`config.mk`:
```
export PLATFORM = sky130hd
export DESIGN_NAME = thermal_frame_peak_heat_monitor
export DESIGN_NICKNAME = d
export VERILOG_FILES = /design/src/rtl/tfphm_pkg.sv /design/src/rtl/thermal_frame_peak_heat_monitor.sv /design/src/rtl/tfphm_frame.sv /design/src/rtl/tfphm_led.sv
export VERILOG_INCLUDE_DIRS = /design/src /design/src/rtl
export SDC_FILE = /design/constraint.sdc
export NUM_CORES = 1
export LEC_CHECK = 0
export BUFFER_PORTS_ARGS = -buffer_cell sky130_fd_sc_hd__buf_2
export CAP_MARGIN = 20
export CORE_MARGIN = 2
export CORE_UTILIZATION = 50
export DETAILED_ROUTE_END_ITERATION = 6
export PLACE_DENSITY = 0.75
export SYNTH_ARGS = -nofsm -noshare
export SYNTH_HDL_FRONTEND = slang
export SYNTH_SLANG_ARGS = --single-unit
```
`constraint.sdc`:
```
create_clock -name i_clk -period 8.5 [get_ports i_clk]
set_clock_uncertainty 0.2 [all_clocks]
set_input_delay 0 -clock i_clk [delete_from_list [all_inputs] [get_ports i_clk]]
set_output_delay 0 -clock i_clk [all_outputs]
set_load 0.01 [all_outputs]
```
`src/rtl/thermal_frame_peak_heat_monitor_macros.svh`:
```
// ----------------------------------------------------------------------------
// thermal frame peak heat monitor assertion macros
// concurrent assertion wrappers, empty under synthesis
// ----------------------------------------------------------------------------
`ifndef THERMAL_FRAME_PEAK_HEAT_MONITOR_MACROS_SVH
`define THERMAL_FRAME_PEAK_HEAT_MONITOR_MACROS_SVH

`ifndef SYNTHESIS
`define TFPHM_ASSERT_AT(lbl, clk, rst_n, prop) \
    lbl: assert property (@(posedge clk) disable iff (!rst_n) prop) \
        else $error("assertion failed: lbl");
`define TFPHM_ASSERT(lbl, prop) `TFPHM_ASSERT_AT(lbl, i_clk, i_rst_n, prop)
`else
`define TFPHM_ASSERT_AT(lbl, clk, rst_n, prop)
`define TFPHM_ASSERT(lbl, prop)
`endif

`endif

```
`src/rtl/tfphm_pkg.sv`:
```
// ----------------------------------------------------------------------------
// tfphm_pkg
// shared types and constants of the thermal frame peak heat monitor
// ----------------------------------------------------------------------------
package tfphm_pkg;

    localparam int TEMP_W   = 14;
    localparam int IDX_W    = 10;
    localparam int CNT_W    = 16;
    localparam int CFG_AW   = 3;
    localparam int CFG_DW   = 16;
    localparam int S_DATA_W = 16;
    localparam int M_DATA_W = 32;

    typedef enum logic [1:0] {
        KIND_PIXEL = 2'd0,
        KIND_FAIL  = 2'd1,
        KIND_TICK  = 2'd2,
        KIND_INIT  = 2'd3
    } t_kind;

    typedef enum logic [1:0] {
        MODE_FAULT  = 2'd0,
        MODE_NOHEAT = 2'd1,
        MODE_HEAT   = 2'd2,
        MODE_NONE   = 2'd3
    } t_mode;

    typedef enum logic [CFG_AW-1:0] {
        CFG_HEAT_ON    = 3'd0,
        CFG_HEAT_OFF   = 3'd1,
        CFG_VALID_LOW  = 3'd2,
        CFG_VALID_HIGH = 3'd3,
        CFG_FAST_BLINK = 3'd4,
        CFG_SLOW_BLINK = 3'd5,
        CFG_RETRY      = 3'd6
    } t_cfg_reg;

    typedef struct packed {
        logic signed [TEMP_W-1:0] heat_on;
        logic signed [TEMP_W-1:0] heat_off;
        logic signed [TEMP_W-1:0] valid_low;
        logic signed [TEMP_W-1:0] valid_high;
        logic        [CNT_W-1:0]  fast_blink;
        logic        [CNT_W-1:0]  slow_blink;
        logic        [CNT_W-1:0]  retry_ticks;
    } t_cfg;

    localparam logic signed [TEMP_W-1:0] RST_HEAT_ON    = 14'sd480;
    localparam logic signed [TEMP_W-1:0] RST_HEAT_OFF   = 14'sd464;
    localparam logic signed [TEMP_W-1:0] RST_VALID_LOW  = -14'sd640;
    localparam logic signed [TEMP_W-1:0] RST_VALID_HIGH = 14'sd4800;
    localparam logic        [CNT_W-1:0]  RST_FAST_BLINK = 16'd100;
    localparam logic        [CNT_W-1:0]  RST_SLOW_BLINK = 16'd1000;
    localparam logic        [CNT_W-1:0]  RST_RETRY      = 16'd1000;
    localparam logic        [CNT_W-1:0]  CNT_MAX        = '1;

    typedef struct packed {
        logic                     ready;
        logic                     fault_enter;
        t_mode                    mode;
        logic                     done;
        logic                     status;
        logic signed [TEMP_W-1:0] peak;
        logic        [IDX_W-1:0]  pixel;
    } t_frame_res;

endpackage

```
`src/rtl/thermal_frame_peak_heat_monitor.sv`:
```
// ----------------------------------------------------------------------------
// thermal_frame_peak_heat_monitor
// Input stream: one transfer per item. tuser carries the kind (pixel, frame
// read failure, millisecond tick, sensor init success), tdata the pixel
// temperature and its NaN flag, tlast the final pixel of a frame.
// Output stream: one transfer per input item with led level, mode, frame
// peak and index, and retry request; tlast marks the item that closed a
// frame, tuser flags a frame without any valid pixel.
// Configuration: seven registers written through i_cfg_we / i_cfg_addr /
// i_cfg_wdata; the user writes them only while the stream is idle (the block does not enforce this).
// Path: an input transfer is captured in the input register, which feeds
// the result register, from which the result is offered on the output.
// Throughput: one item per cycle while the output is not stalled, set by the
// combinational compare/update of the frame and led state.
// Reset: synchronous, clears both stream stages, frame state and timers;
// registers return to their defaults and the block waits for init success.
// Stall: a held result keeps the input stage full; while the output stage
// drains, the input register refills in the same cycle, so ready only drops
// when both stages hold data.
// ----------------------------------------------------------------------------
`include "thermal_frame_peak_heat_monitor_macros.svh"

module thermal_frame_peak_heat_monitor #(
    parameter int MAX_PIXELS = 1024
) (
    input  logic                                i_clk,
    input  logic                                i_rst_n,
    input  logic                                i_cfg_we,
    input  logic [tfphm_pkg::CFG_AW-1:0]        i_cfg_addr,
    input  logic [tfphm_pkg::CFG_DW-1:0]        i_cfg_wdata,
    input  logic                                s_axis_tvalid,
    output logic                                s_axis_tready,
    // temperature [13:0], not_a_number [14], zero [15]
    input  logic [tfphm_pkg::S_DATA_W-1:0]      s_axis_tdata,
    input  logic                                s_axis_tlast,
    // kind [1:0]
    input  logic [1:0]                          s_axis_tuser,
    output logic                                m_axis_tvalid,
    input  logic                                m_axis_tready,
    // led_on [0], app_mode [2:1], max_temperature [16:3], max_pixel [26:17],
    // retry_request [27], zero [31:28]
    output logic [tfphm_pkg::M_DATA_W-1:0]      m_axis_tdata,
    output logic                                m_axis_tlast,
    // frame_status [0]
    output logic [0:0]                          m_axis_tuser
);

    localparam int TW = tfphm_pkg::TEMP_W;
    localparam int IW = tfphm_pkg::IDX_W;

    tfphm_pkg::t_cfg                r_cfg;

    logic                           r_in_valid;
    tfphm_pkg::t_kind               r_in_kind;
    logic signed [TW-1:0]           r_in_temp;
    logic                           r_in_nan;
    logic                           r_in_last;

    logic                           r_out_valid;
    logic                           r_out_led;
    tfphm_pkg::t_mode               r_out_mode;
    logic                           r_out_done;
    logic                           r_out_status;
    logic signed [TW-1:0]           r_out_peak;
    logic [IW-1:0]                  r_out_pixel;
    logic                           r_out_retry;

    logic                           move;
    tfphm_pkg::t_frame_res          frame_res;
    logic                           led_next;
    logic                           retry_next;

    assign move          = r_in_valid && (!r_out_valid || m_axis_tready);
    assign s_axis_tready = !r_in_valid || move;

    // configuration registers
    always_ff @(posedge i_clk) begin
        if (!i_rst_n) begin
            r_cfg.heat_on     <= tfphm_pkg::RST_HEAT_ON;
            r_cfg.heat_off    <= tfphm_pkg::RST_HEAT_OFF;
            r_cfg.valid_low   <= tfphm_pkg::RST_VALID_LOW;
            r_cfg.valid_high  <= tfphm_pkg::RST_VALID_HIGH;
            r_cfg.fast_blink  <= tfphm_pkg::RST_FAST_BLINK;
            r_cfg.slow_blink  <= tfphm_pkg::RST_SLOW_BLINK;
            r_cfg.retry_ticks <= tfphm_pkg::RST_RETRY;
        end else if (i_cfg_we) begin
            case (tfphm_pkg::t_cfg_reg'(i_cfg_addr))
                tfphm_pkg::CFG_HEAT_ON:    r_cfg.heat_on     <= i_cfg_wdata[TW-1:0];
                tfphm_pkg::CFG_HEAT_OFF:   r_cfg.heat_off    <= i_cfg_wdata[TW-1:0];
                tfphm_pkg::CFG_VALID_LOW:  r_cfg.valid_low   <= i_cfg_wdata[TW-1:0];
                tfphm_pkg::CFG_VALID_HIGH: r_cfg.valid_high  <= i_cfg_wdata[TW-1:0];
                tfphm_pkg::CFG_FAST_BLINK: r_cfg.fast_blink  <= i_cfg_wdata;
                tfphm_pkg::CFG_SLOW_BLINK: r_cfg.slow_blink  <= i_cfg_wdata;
                tfphm_pkg::CFG_RETRY:      r_cfg.retry_ticks <= i_cfg_wdata;
                default: begin
                end
            endcase
        end
    end

    // input register
    always_ff @(posedge i_clk) begin
        if (!i_rst_n) begin
            r_in_valid <= 1'b0;
        end else if (s_axis_tvalid && s_axis_tready) begin
            r_in_valid <= 1'b1;
        end else if (move) begin
            r_in_valid <= 1'b0;
        end
    end

    always_ff @(posedge i_clk) begin
        if (s_axis_tvalid && s_axis_tready) begin
            r_in_kind <= tfphm_pkg::t_kind'(s_axis_tuser);
            r_in_temp <= s_axis_tdata[TW-1:0];
            r_in_nan  <= s_axis_tdata[TW];
            r_in_last <= s_axis_tlast;
        end
    end

    tfphm_frame #(
        .MAX_PIXELS (MAX_PIXELS)
    ) u_frame (
        .i_clk   (i_clk),
        .i_rst_n (i_rst_n),
        .i_en    (move),
        .i_kind  (r_in_kind),
        .i_temp  (r_in_temp),
        .i_nan   (r_in_nan),
        .i_last  (r_in_last),
        .i_cfg   (r_cfg),
        .o_res   (frame_res)
    );

    tfphm_led u_led (
        .i_clk           (i_clk),
        .i_rst_n         (i_rst_n),
        .i_en            (move),
        .i_kind          (r_in_kind),
        .i_frame         (frame_res),
        .i_cfg           (r_cfg),
        .o_led_on        (led_next),
        .o_retry_request (retry_next)
    );

    // result register
    always_ff @(posedge i_clk) begin
        if (!i_rst_n) begin
            r_out_valid <= 1'b0;
        end else if (move) begin
            r_out_valid <= 1'b1;
        end else if (m_axis_tready) begin
            r_out_valid <= 1'b0;
        end
    end

    always_ff @(posedge i_clk) begin
        if (move) begin
            r_out_led    <= led_next;
            r_out_mode   <= frame_res.mode;
            r_out_done   <= frame_res.done;
            r_out_status <= frame_res.status;
            r_out_peak   <= frame_res.peak;
            r_out_pixel  <= frame_res.pixel;
            r_out_retry  <= retry_next;
        end
    end

    assign m_axis_tvalid = r_out_valid;
    assign m_axis_tdata  = {4'b0000, r_out_retry, r_out_pixel, r_out_peak, r_out_mode,
                            r_out_led};
    assign m_axis_tlast  = r_out_done;
    assign m_axis_tuser  = r_out_status;

    `TFPHM_ASSERT(a_heat_led_lit, (r_out_valid && (r_out_mode == tfphm_pkg::MODE_HEAT)) |-> r_out_led)
    `TFPHM_ASSERT(a_status_at_frame_end, (r_out_valid && r_out_status) |-> r_out_done)
    `TFPHM_ASSERT(a_retry_only_faulted, (r_out_valid && r_out_retry) |-> (r_out_mode == tfphm_pkg::MODE_FAULT))
    `TFPHM_ASSERT(a_ready_when_out_free, !r_out_valid |-> s_axis_tready)

endmodule

```
`src/rtl/tfphm_frame.sv`:
```
// ----------------------------------------------------------------------------
// tfphm_frame
// per-frame peak tracking, sensor readiness and heat hysteresis
// ----------------------------------------------------------------------------
module tfphm_frame #(
    parameter int MAX_PIXELS = 1024
) (
    input  logic                               i_clk,
    input  logic                               i_rst_n,
    input  logic                               i_en,
    input  tfphm_pkg::t_kind                   i_kind,
    input  logic signed [tfphm_pkg::TEMP_W-1:0] i_temp,
    input  logic                               i_nan,
    input  logic                               i_last,
    input  tfphm_pkg::t_cfg                    i_cfg,
    output tfphm_pkg::t_frame_res              o_res
);

    localparam int PW = (MAX_PIXELS > 2) ? $clog2(MAX_PIXELS) : 1;
    localparam logic [PW-1:0] POS_MAX = PW'(MAX_PIXELS - 1);

    logic signed [tfphm_pkg::TEMP_W-1:0] r_peak, n_peak;
    logic [PW-1:0]                       r_idx, n_idx;
    logic [PW-1:0]                       r_pos, n_pos;
    logic                                r_any, n_any;
    logic                                r_ready, n_ready;
    logic                                r_heat, n_heat;
    tfphm_pkg::t_mode                    r_mode, n_mode;

    logic                                pix_ok;
    logic [PW+tfphm_pkg::IDX_W-1:0]      idx_wide;

    always_comb begin
        n_peak   = r_peak;
        n_idx    = r_idx;
        n_pos    = r_pos;
        n_any    = r_any;
        n_ready  = r_ready;
        n_heat   = r_heat;
        n_mode   = r_mode;
        pix_ok   = 1'b0;
        idx_wide = '0;
        o_res             = '0;
        o_res.ready       = r_ready;
        case (i_kind)
            tfphm_pkg::KIND_PIXEL: begin
                if (r_ready) begin
                    pix_ok = !i_nan && (i_temp >= i_cfg.valid_low)
                             && (i_temp <= i_cfg.valid_high);
                    if (pix_ok && (!r_any || (i_temp > r_peak))) begin
                        n_peak = i_temp;
                        n_idx  = r_pos;
                        n_any  = 1'b1;
                    end
                    if (r_pos < POS_MAX) begin
                        n_pos = r_pos + 1'b1;
                    end
                    if (i_last) begin
                        o_res.done = 1'b1;
                        if (n_any) begin
                            idx_wide    = {{tfphm_pkg::IDX_W{1'b0}}, n_idx};
                            o_res.peak  = n_peak;
                            o_res.pixel = idx_wide[tfphm_pkg::IDX_W-1:0];
                            if (!r_heat) begin
                                if (n_peak >= i_cfg.heat_on) begin
                                    n_heat = 1'b1;
                                end
                            end else if (n_peak < i_cfg.heat_off) begin
                                n_heat = 1'b0;
                            end
                            n_mode = n_heat ? tfphm_pkg::MODE_HEAT : tfphm_pkg::MODE_NOHEAT;
                        end else begin
                            o_res.status      = 1'b1;
                            o_res.fault_enter = 1'b1;
                            n_ready           = 1'b0;
                            n_heat            = 1'b0;
                            n_mode            = tfphm_pkg::MODE_FAULT;
                        end
                        n_peak = '0;
                        n_idx  = '0;
                        n_pos  = '0;
                        n_any  = 1'b0;
                    end
                end
            end
            tfphm_pkg::KIND_FAIL: begin
                if (r_ready) begin
                    o_res.fault_enter = 1'b1;
                    n_ready           = 1'b0;
                    n_heat            = 1'b0;
                    n_mode            = tfphm_pkg::MODE_FAULT;
                    n_peak            = '0;
                    n_idx             = '0;
                    n_pos             = '0;
                    n_any             = 1'b0;
                end
            end
            tfphm_pkg::KIND_INIT: begin
                if (!r_ready) begin
                    n_ready = 1'b1;
                    n_heat  = 1'b0;
                    n_mode  = tfphm_pkg::MODE_NOHEAT;
                    n_peak  = '0;
                    n_idx   = '0;
                    n_pos   = '0;
                    n_any   = 1'b0;
                end
            end
            default: begin
            end
        endcase
        o_res.mode = n_mode;
    end

    always_ff @(posedge i_clk) begin
        if (!i_rst_n) begin
            r_peak  <= '0;
            r_idx   <= '0;
            r_pos   <= '0;
            r_any   <= 1'b0;
            r_ready <= 1'b0;
            r_heat  <= 1'b0;
            r_mode  <= tfphm_pkg::MODE_FAULT;
        end else if (i_en) begin
            r_peak  <= n_peak;
            r_idx   <= n_idx;
            r_pos   <= n_pos;
            r_any   <= n_any;
            r_ready <= n_ready;
            r_heat  <= n_heat;
            r_mode  <= n_mode;
        end
    end

endmodule

```
`src/rtl/tfphm_led.sv`:
```
// ----------------------------------------------------------------------------
// tfphm_led
// status led blink timing and sensor retry timer
// ----------------------------------------------------------------------------
module tfphm_led (
    input  logic                  i_clk,
    input  logic                  i_rst_n,
    input  logic                  i_en,
    input  tfphm_pkg::t_kind      i_kind,
    input  tfphm_pkg::t_frame_res i_frame,
    input  tfphm_pkg::t_cfg       i_cfg,
    output logic                  o_led_on,
    output logic                  o_retry_request
);

    tfphm_pkg::t_mode              r_seen, n_seen;
    logic                          r_led, n_led;
    logic [tfphm_pkg::CNT_W-1:0]   r_blink, n_blink;
    logic [tfphm_pkg::CNT_W-1:0]   r_retry, n_retry;

    logic                          tick;
    logic [tfphm_pkg::CNT_W-1:0]   interval;

    always_comb begin
        n_retry         = r_retry;
        o_retry_request = 1'b0;
        if (i_frame.fault_enter) begin
            n_retry = '0;
        end else if ((i_kind == tfphm_pkg::KIND_TICK) && !i_frame.ready) begin
            if (r_retry != tfphm_pkg::CNT_MAX) begin
                n_retry = r_retry + 1'b1;
            end
            if (n_retry >= i_cfg.retry_ticks) begin
                o_retry_request = 1'b1;
                n_retry         = '0;
            end
        end
    end

    always_comb begin
        n_seen   = r_seen;
        n_led    = r_led;
        n_blink  = r_blink;
        tick     = (i_kind == tfphm_pkg::KIND_TICK);
        interval = (i_frame.mode == tfphm_pkg::MODE_FAULT) ? i_cfg.fast_blink
                                                           : i_cfg.slow_blink;
        if (i_frame.mode != r_seen) begin
            n_seen  = i_frame.mode;
            n_blink = '0;
            n_led   = 1'b0;
            tick    = 1'b0;
        end
        if (i_frame.mode == tfphm_pkg::MODE_HEAT) begin
            n_led = 1'b1;
        end else if (tick) begin
            if (n_blink != tfphm_pkg::CNT_MAX) begin
                n_blink = n_blink + 1'b1;
            end
            if (n_blink >= interval) begin
                n_blink = '0;
                n_led   = ~n_led;
            end
        end
        o_led_on = n_led;
    end

    always_ff @(posedge i_clk) begin
        if (!i_rst_n) begin
            r_seen  <= tfphm_pkg::MODE_NONE;
            r_led   <= 1'b0;
            r_blink <= '0;
            r_retry <= '0;
        end else if (i_en) begin
            r_seen  <= n_seen;
            r_led   <= n_led;
            r_blink <= n_blink;
            r_retry <= n_retry;
        end
    end

endmodule
```
==> impl_summary.md, run 1 <==
Power and ir drop
The power per standard cell area is 167.0 nW/um^2. The design draws 2568 uW. The maximum resistive drop on vdd is 0.0002063 V. The leakage power is 0.006226 uW.

Flow run
Across the run, the number of max-cap violations was 0.

Layout
Leaving out filler cells and counting taps, the final layout contains 2008. After the last flow step, the layout net total stands at 1813. Counting the fill cells in the layout gives 1945. The number of inserted diodes is 0. Across the whole layout, storage elements account for 5045 sq um. The synthesis-to-finish area growth is 25.28%. The footprint of the multi-input gates is 6940 sq um.

The fraction of layout instances using a drive strength above 1 is 0.1781. In the layout the commonest cells are 270 x nand2_1, 180 x dfxtp_1, 161 x a21oi_1. At the end of the flow the core is filled with cells to 0.6358. The most frequent standard cell in the layout excluding fill and tap cells is nand2_1.

Die
The die outline area is 25810 sq um. The floorplan step set the die height to 160.6 um. The top-level port count is 79. The number of cell rows is 57. The initial core utilization is 0.5075. The total area inside the core boundary comes to 24180 sq um. The die is 160.6 um wide.

Worst hold path
The kind of path behind the tightest hold check is input pin to register. The launch point of the worst hold path is s_axis_tdata[0]. The worst hold endpoint is r_in_temp[0].

The worst hold path cell count is 2.

STA
The relative slew slack is 0.3312. The max-slew violation count is 0. Timing would allow up to 120.7 MHz. Of the available clock period, the critical path in the final layout requires 0.9744. For the finished layout, the period the worst path requires is 8282 ps.

Setup violations remaining at the end of the flow were counted as 0. At the pin with the least slew margin, the transition time is 1003 ps. The number of hold violations in the final report came to 0.

Setup path
STA puts the critical path data arrival time at 8520 ps. In this run the worst path has a maximum fanout of 8. The cell with the largest stage delay on the worst path is edfxtp_1.

In this run the critical register-to-register path is launched from r_in_temp[11]. The longest individual stage delay on the worst path is 470 ps. STA puts the critical path data required time at 8740 ps. The worst register-to-register path ends at u_led.r_blink[4].

Across all register-to-register paths, the minimum setup slack is 220 ps. The length in cells of the worst reg-to-reg path is 37. The critical path is of the register to register type. The worst setup path is launched from a register. The worst setup path is captured at a register.

Clock network
In this run the number of H-tree levels came out at 1. The number of clock buffers inserted by TritonCTS is 25. The buffer type at the clock tree root is clkbuf_16. Counting every sink on the clock net gives 228. The clock input transition at the sequential cells of the worst setup and hold paths is 60 ps. The deepest clock path buffer count is 3.

For the worst-skew pair, the clock arrives at the later sink with an insertion delay of 540 ps. TritonCTS built the clock tree.

Detailed routing
The count of antenna-violating nets left after detailed routing is 0. Dividing the detail-routed via count by the number of cells gives 5.568. The first TritonRoute pass finished after 5 iterations. The post-detailed-routing wire length is 33.41 mm.

The number of vias after detailed routing is 11180. The violation count after the first detailed-route iteration is 716. The count of unresolved DRC violations after routing is 0. After detailed routing, the average wire length per cell comes to 16.64 um.

GRT
The global-route usage over all layers is 0.2458. The number of antenna violations at the first check in global routing is 1. For this run the aggregate overflow at the end of global routing stands at 0. The via count of the first global-routing pass is 10560. The wire length of the first global-routing pass is 52.37 mm. The pin count of the biggest net entering global routing is 85.

Logic synthesis
The synthesized design contains 48 enable-type register cells. The synthesis warning total is 0. The most used flip-flop cell after synthesis is dfxtp_1.

The post-synthesis sequential element count is 228. The share of the Yosys chip area taken by registers is 0.4112. The share of synthesized registers carrying an async set or reset is 0. After synthesis, the netlist uses 75 different library cells. The cell count after synthesis came out at 1478. Summing every instance area after synthesis gives 12270 sq um. The mean instance size in the synthesized netlist is 8.301 sq um.

Placement
The number of cells after detailed placement is 1882. At the end of routability-driven placement, the weighted congestion stood at 0.9482. The half-perimeter wire length of the detailed placement result is 22.18 mm. The count of buffers added on input and output ports is 73.

Outcome
The run finished with clean final reports.
-- cell families after synthesis --
kind of cell / share of synthesized area
buffers and inverters: 0.05741
other: 0.0003056
AND/OR/NAND/NOR: 0.2141
XOR/XNOR: 0.01795
AO/OA/AOI/OAI: 0.1634
flip-flops: 0.4112
multiplexers: 0.02968
adder cells (fa/ha/maj): 0.1061
-- stage by stage --
stage,worst slack (ps),hold WS (ps),cell area [sq um],setup TNS [ps]
final,217.5,50.53,15370,0
after floorplan,147.4,-101.1,12280,0
after CTS,31.57,47.69,14830,0
after global routing,-213.1,67.29,15370,-1730
after global placement,244.1,-23.93,13320,0
after detailed placement,-103.6,-21.91,13330,-755.1
-- critical path: cells and delay by family, from the launching register on --
family          cells  cell delay [ps]
simple gates       10             2220
flops               1              470
fa+ha+maj           4              880
buf+inv             5              720
mux                 1              250
compound gates     17             3450
-- where the power goes --
group | switching (uW) | internal [uW]
sequential | 17.1 | 1130
clock | 450 | 668
combinational | 171 | 129
total | 639 | 1930
-- cell type report --
class / count / share of cell area
Clock inverter: 12 / 0.009687
Tap cell: 324 / 0.02637
Timing Repair Buffer: 226 / 0.1117
Inverter: 111 / 0.02727
Sequential cell: 228 / 0.3282
Multi-Input combinational cell: 1074 / 0.4515
Clock buffer: 33 / 0.04526
-- layer usage --
layer / wire, um / global-route usage
met5: 0 / 0
met4: 776 / 0.07084
met3: 2016 / 0.02970
met2: 15760 / 0.4079
met1: 14860 / 0.3385
-- how the worst max path moves through the flow --
stage	slack, ps	depth (start not counted)	endpoint	startpoint
after floorplan	150	42	u_led.r_blink[4]	r_in_temp[13]
after global placement	240	39	u_led.r_blink[4]	r_in_temp[13]
after detailed placement	-100	40	u_led.r_blink[8]	r_in_temp[13]
after CTS	30	40	u_led.r_blink[1]	r_in_temp[13]
after global routing	-210	39	u_led.r_blink[4]	r_in_temp[9]
final	220	37	u_led.r_blink[4]	r_in_temp[11]
-- flip-flops by register name, summed over array words and instances, names as in the netlist, 10 cells and up --
signal,cells
u_led.r_blink,16
u_led.r_retry,16
r_out_peak,14
r_in_temp,14
r_cfg,104
u_frame.r_pos,10
u_frame.r_peak,14
r_out_pixel,10
u_frame.r_idx,10
-- Yosys cell counts, drive strengths merged (9+ instances only) --
cell type,n,area (sq um)
ha,104,1301
o21ai,36,187.7
clkbuf,52,195.2
mux2i,33,330.3
dfxtp,180,3603
buf,16,92.58
a21o,13,97.59
nand3,56,280.3
a31oi,9,56.30
or3,10,67.56
o21a,13,97.59
a21oi,166,853.3
nand4,22,143.9
a22oi,13,97.59
nand2,275,1040
and3,12,75.07
edfxtp,48,1441
nand2b,12,75.07
o211ai,27,202.7
nor2,136,513.0
nor2b,13,81.33
xnor2,16,158.9
nor3,25,140.1
inv,111,416.7
-- repair_timing --
action                                 4_1_cts  5_1_grt
setup buffers                                1       13
gates resized for setup                      4       87
setup endpoints to repair                   13       18
pin swaps                                    1       43
hold buffers                                63        0
endpoints found under the hold margin      131        0
Power figures use the tool's default switching activity.
==> run 2, diff against run 1 <==
Settings changed: CORE_UTILIZATION 50 to 26, PLACE_DENSITY 0.75 to 0.47.
==> impl_summary.md, run 2 (synthesis results as in run 1) <==
STA
Hold timing on the final database bottoms out at a slack of 69.48 ps. Headroom to the max-slew limit came out at 0.3441. The worst-margin pin slew is 983.9 ps. The final period utilization is 0.9672.

The number of setup violations in the final report is 0. The fmax is 121.6 MHz. The smallest clock period supported by the final layout is computed as 8221 ps. The number of hold violations in the final report came to 0. The final setup TNS is 0 ps. The max-slew violation count is 0.

Die
The initial core utilization is 0.2635. The floorplan step defined a die boundary enclosing 48940 sq um. The die boundary height is 221.2 um. The core region is 46560 sq um.

The top-level port count is 79. The number of cell rows is 79. The die is 221.2 um wide.

Clock network
TritonCTS built the clock tree. Buffers inserted during clock tree synthesis total 27. The cell sitting at the root of the clock tree is a clkbuf_16. In this run the number of H-tree levels came out at 1. After clock tree synthesis, the clock-pin slew on the worst setup and hold paths is 60 ps. The total clock sinks is 228.

The clock latency reported for the late side of the worst-skew pair is 560 ps. The clock passes through at most 3 buffers.

Layout
The number of inserted diodes is 0. The fraction of layout instances using a drive strength above 1 is 0.1966. The register ranked first by flip-flop count is r_cfg.

In the final design database the tool counted 1830 nets. In the layout the commonest cells are 270 x nand2_1, 180 x dfxtp_1, 157 x a21oi_1. Leaving out filler cells and counting taps, the final layout contains 2311. After filler insertion, the fill cell instance count of the layout stands at 4827. The largest registers in the layout are r_cfg (104), u_led.r_blink (16), u_led.r_retry (16). The most frequent standard cell in the layout excluding fill and tap cells is nand2_1. The register with the most flip-flops in the layout has 104 of them. The synthesis-to-finish area growth is 31.12%. The final non-filler cell area is 16090 sq um.

Placement
After detailed placement, the design holds a cell count of 2187. During placement, the flow inserted port buffers numbering 73. The half-perimeter wire length of the detailed placement result is 26.18 mm. The final weighted congestion in routability-driven placement is 0.8641. The standard cell area after detailed placement is 13870 sq um.

Setup path
The worst setup path is of the register to register kind. The worst register-to-register path has a setup slack of 280 ps. The longest individual stage delay on the worst path is 510 ps. STA classifies the critical path endpoint as a register. Together, buffers and inverters on the worst path number 5. The cell with the largest stage delay on the worst path is edfxtp_1. Data on the critical path arrives at its endpoint at 8490 ps. The data required time of the worst path is 8770 ps. The worst setup path is launched from a register. Of all nets on the critical path, the largest fanout is 7. Broken down by cell family, the worst path's largest delay share belongs to simple AND/OR/NAND/NOR gates.

Power and ir drop
After layout, the design draws a total of 2653 uW. The maximum resistive drop on vdd is 0.0001486 V. The analysis attributes to cell leakage a power of 0.006321 uW. Power spread over the standard cell area amounts to 164.9 nW/um^2.

GRT
The pin count of the biggest net entering global routing is 138. The wire length of the first global-routing pass is 57.75 mm. The via count of the first global-routing pass was 10600. After global routing the overflow that remains totals 0.

For this run, the total global-route usage over all layers was measured as 0.1452. The number of antenna violations at the first check in global routing was 0.

Outcome
The run finished with clean final reports.

Detailed routing
The number of vias after detailed routing is 10880. The violation count after the first detailed-route iteration is 691. The pre-antenna-repair detailed-routing pass consisted of 5 iterations. For this block, the routed nets add up to 36.85 mm of wire. The count of antenna-violating nets left after detailed routing is 0. In the routed design, unresolved DRC markers number 0.

Dividing the detail-routed via count by the number of cells gives 4.709. In the final routed layout, each cell accounts on average for 15.95 um.

Flow run
Across the run, the number of max-cap violations was 0.

Worst hold path
The worst hold path belongs to the class input pin to register.
[run 2: per-stage QoR]
step             util  setup WS [ps]
2_1_floorplan       -          147.4
3_3_place_gp   0.2977         -2.971
3_5_place_dp   0.2979         -129.3
4_1_cts        0.3323          7.342
5_1_grt        0.3456         -53.22
6_report       0.3456          279.0
[run 2: timing repair]
item                                    4_1_cts  5_1_grt
gates resized for setup                       6      111
endpoints found under the hold margin       150        0
endpoints found under the setup margin       13       18
hold buffers                                 66        0
pin swaps                                     2       54
buffers inserted                              1        6
[run 2: path summary, 6_finish.rpt]
kind                                      start                to  cells after the start
worst max-delay path              r_in_temp[13]  u_led.r_blink[4]                     37
worst min-delay path            i_cfg_wdata[14]         r_cfg[46]                      4
worst max register to register    r_in_temp[13]  u_led.r_blink[4]                     37
worst min register to register        r_cfg[43]         r_cfg[43]                      2
[run 2: metal layers]
| layer | vias up | share of wire | track usage |
|---|---|---|---|
| li1 | 5519 | - | - |
| met1 | 5133 | 0.49 | 0.2010 |
| met2 | 185 | 0.45 | 0.2383 |
| met3 | 46 | 0.036 | 0.02098 |
| met4 | 0 | 0.020 | 0.03334 |
| met5 | - | 0 | 0 |
[run 2: cell type report]
| cell class | count | area, sq um | share of cell area |
|---|---|---|---|
| repair buffers | 241 | 1856 | 0.1153 |
| clock buffers | 32 | 704.4 | 0.04379 |
| multi-input cells | 1074 | 7098 | 0.4412 |
| clock inverters | 18 | 203.9 | 0.01268 |
| flip-flops and latches | 228 | 5045 | 0.3136 |
| well taps | 607 | 759.5 | 0.04721 |
| inverters | 111 | 421.7 | 0.02621 |
[run 2: tightest hold or removal path: cells and delay by family]
| kind | cells | cell delay, ps |
|---|---|---|
| buffers and inverters | 2 | 680 |
| AND/OR/NAND/NOR | 1 | 60 |
| AO/OA/AOI/OAI | 1 | 50 |
[run 2: report_power, final]
part / total [uW] / leakage [uW] / internal, uW / switching, uW
logic: 310 / 0.00397 / 134 / 176
registers: 1150 / 0.00191 / 1130 / 17.9
clock network: 1190 / 0.000443 / 714 / 478
==> run 3, diff against run 2 <==
Settings changed: RECOVER_POWER set to 100.
==> impl_summary.md, run 3 (synthesis results as in run 1) <==
Outcome
The run finished, with violations left. The checks that failed: capacitance limit, slew limit.

Layout
In the final layout, the share of cells above drive strength 1 is 0.1731. The largest registers in the layout are r_cfg (104), u_led.r_blink (16), u_led.r_retry (16). The library cells used most frequently in the layout, excluding fill and tap cells, are 270 x nand2_1, 180 x dfxtp_1, 157 x a21oi_1. Summing all multi-input logic gate instances after layout gives 7098 sq um.

The number of inserted diodes is 0. The flip-flop count of the largest register after layout is 104. The combined flip-flop and latch cell area is 5045 sq um.

Leaving out fill and tap cells, the most frequent cell in the layout is nand2_1. In the final design database the tool counted 1830 nets. Fill cells in the final layout number 4853. The register ranked first by flip-flop count is r_cfg.

The synthesis-to-finish area growth is 30.59%.

Power and ir drop
The switching portion of total power is 0.2536. The maximum resistive drop on vdd is 0.0001488 V. The internal power component is 1979 uW.

The sequential fraction of design power is 0.434. The leakage power is 0.006205 uW. In this run the power density over the cells is 165.5 nW/um^2. The share of power burned in combinational logic is 0.116.

The switching component of the power is 672.6 uW. Of the total power, the clock network draws 0.450.

Detailed routing
The violation count after the first detailed-route iteration is 654. The post-detailed-routing wire length is 36.93 mm. In the routed design, unresolved DRC markers number 0. The via density per instance is 4.709. The routed length on met2 is 16.70 mm. The detail route stage leaves a number of antenna-violating nets equal to 0. In the final routed layout, each cell accounts on average for 15.98 um. The highest layer touched by signal routing is met4. Before antenna repair, the detailed router went through 5 iterations. The routed length on met3 is 1.367 mm. The detailed-route wire length on metal 1 is 18.15 mm. Across all layers, the routed design uses 10880 vias.

STA
The shortest clock period the worst path allows after layout is 8218 ps. The number of setup violations in the final report is 0. The final period utilization is 0.9668. Adding up every negative setup slack in the final design gives 0 ps. The tightest hold path in the finished design has a slack of 69.08 ps. The fmax is 121.7 MHz. The relative slew slack is -0.4621. The worst-margin pin slew is 2193 ps. The max-slew violation count came to 61. The number of hold violations in the final report came to 0.

Clock network
CTS built an H-tree with a depth of 1. The deepest clock path buffer count is 3. The TritonCTS clock tree is built. The clock latency reported for the late side of the worst-skew pair is 560 ps.

Clock-pin slew was measured on the worst setup and hold paths at 60 ps. The buffer type at the clock tree root is clkbuf_16. The number of clock buffers inserted by TritonCTS is 27. The total clock sinks is 228.

Die
In this run the count of I/O pins placed on the die edge is 79. The overall die width is 221.2 um. The initial utilization of the core area, before any placement, comes to 0.2635.

The die boundary height is 221.2 um. The number of cell rows is 79. The region available for standard cell placement spans 46560 sq um. The die covers 48940 sq um.

Worst hold path
Counting instances, the worst hold path has a depth of 4. For hold timing, the worst endpoint is r_cfg[46]. The tightest min-delay check is of the input pin to register type. In this run the most critical hold path is launched from i_cfg_wdata[14].

Placement
The half-perimeter wire length of the detailed placement result is 26.18 mm. Input and output buffers added on the ports amount to 73. At the end of routability-driven placement, the weighted congestion stood at 0.8641.

Setup path
Among all stages on the critical path, the largest delay is contributed by edfxtp_1. The longest individual stage delay on the worst path is 510 ps. The data required time of the worst path is 8770 ps. The critical path start-end classification is register to register. The endpoint identified for the worst register-to-register timing path is u_led.r_blink[4]. The startpoint of the worst register-to-register path is r_in_temp[13]. Along the worst path, the maximum fanout reaches 7.

The kind of end point of the critical path is a register. The element type at the critical path start is a register. The worst register-to-register path has a depth of 37. At the worst endpoint, the arrival time is 8490 ps. In this run the register-to-register setup slack is 280 ps.

Flow run
The tool flagged a number of max-cap violations equal to 2.

GRT
The via count of the first global-routing pass is 10600. The first global-routing pass estimated 57.75 mm of wire. In the global route stage, overall resource usage came out at 0.1452. The number of antenna violations at the first check in global routing is 0. After global routing the overflow that remains totals 0. The pin count of the biggest net entering global routing is 138.
## run 3: cell count changes in the layout (fill, tap and decap cells not counted), sizes merged
cell / delta
buf: -40
clkbuf: +40
## run 3: worst max-delay path, delay by kind of cell (launching register included)
family          cells  cell delay [ps]
compound gates     12             2480
xor+xnor            1              150
fa+ha+maj           4              990
buf+inv             5              700
flops               1              510
mux                 1              190
simple gates       14             2880
## run 3: layout make-up
type / count / share of cell area
Tap cell: 607 / 0.04740
Clock inverter: 18 / 0.01273
Inverter: 111 / 0.02632
Multi-Input combinational cell: 1074 / 0.4430
Sequential cell: 228 / 0.3149
Clock buffer: 32 / 0.04396
Timing Repair Buffer: 241 / 0.1117
## run 3: worst max path at each step
stage	from	end	slack, ps	cells after the start
floorplan	r_in_temp[13]	u_led.r_blink[4]	150	42
global placement	r_in_temp[12]	u_led.r_blink[3]	-3	45
detailed placement	r_in_temp[9]	u_led.r_blink[1]	-130	41
CTS	r_in_temp[13]	u_led.r_blink[1]	7	40
global route	r_in_temp[13]	u_led.r_blink[4]	-50	40
finish	r_in_temp[13]	u_led.r_blink[4]	280	37
## run 3: what timing repair did
action,CTS,global route
resized for setup,6,111
setup buffers,1,6
endpoints found under the hold margin,150,0
setup endpoints to repair,13,18
pin swaps,2,54
hold buffers,66,0
## run 3: routing by layer
metal,global-route usage,up-vias
met5,0,-
met4,0.03334,0
met3,0.02098,46
met2,0.2383,184
met1,0.2010,5135
li1,-,5517
## run 3: stage by stage
stage | area, sq um | utilization | std cells | setup slack [ps] | total power (uW)
after floorplan | 12280 | - | 1481 | 147.4 | 1325
after global placement | 13860 | 0.2977 | 2186 | -2.971 | 1431
after detailed placement | 13870 | 0.2979 | 2187 | -129.3 | 1435
after CTS | 15470 | 0.3323 | 2304 | 7.342 | 2666
after global routing | 16020 | 0.3442 | 2311 | -53.22 | 2765
final | 16020 | 0.3442 | 2311 | 282.1 | 2652
## run 3: power groups by stage
stage	sequential (uW)	combinational (uW)	clock, uW
global placement	1170	259	0
finish	1150	308	1190
global route	1150	339	1270
detailed placement	1170	261	0
CTS	1150	286	1230
floorplan	1170	154	0
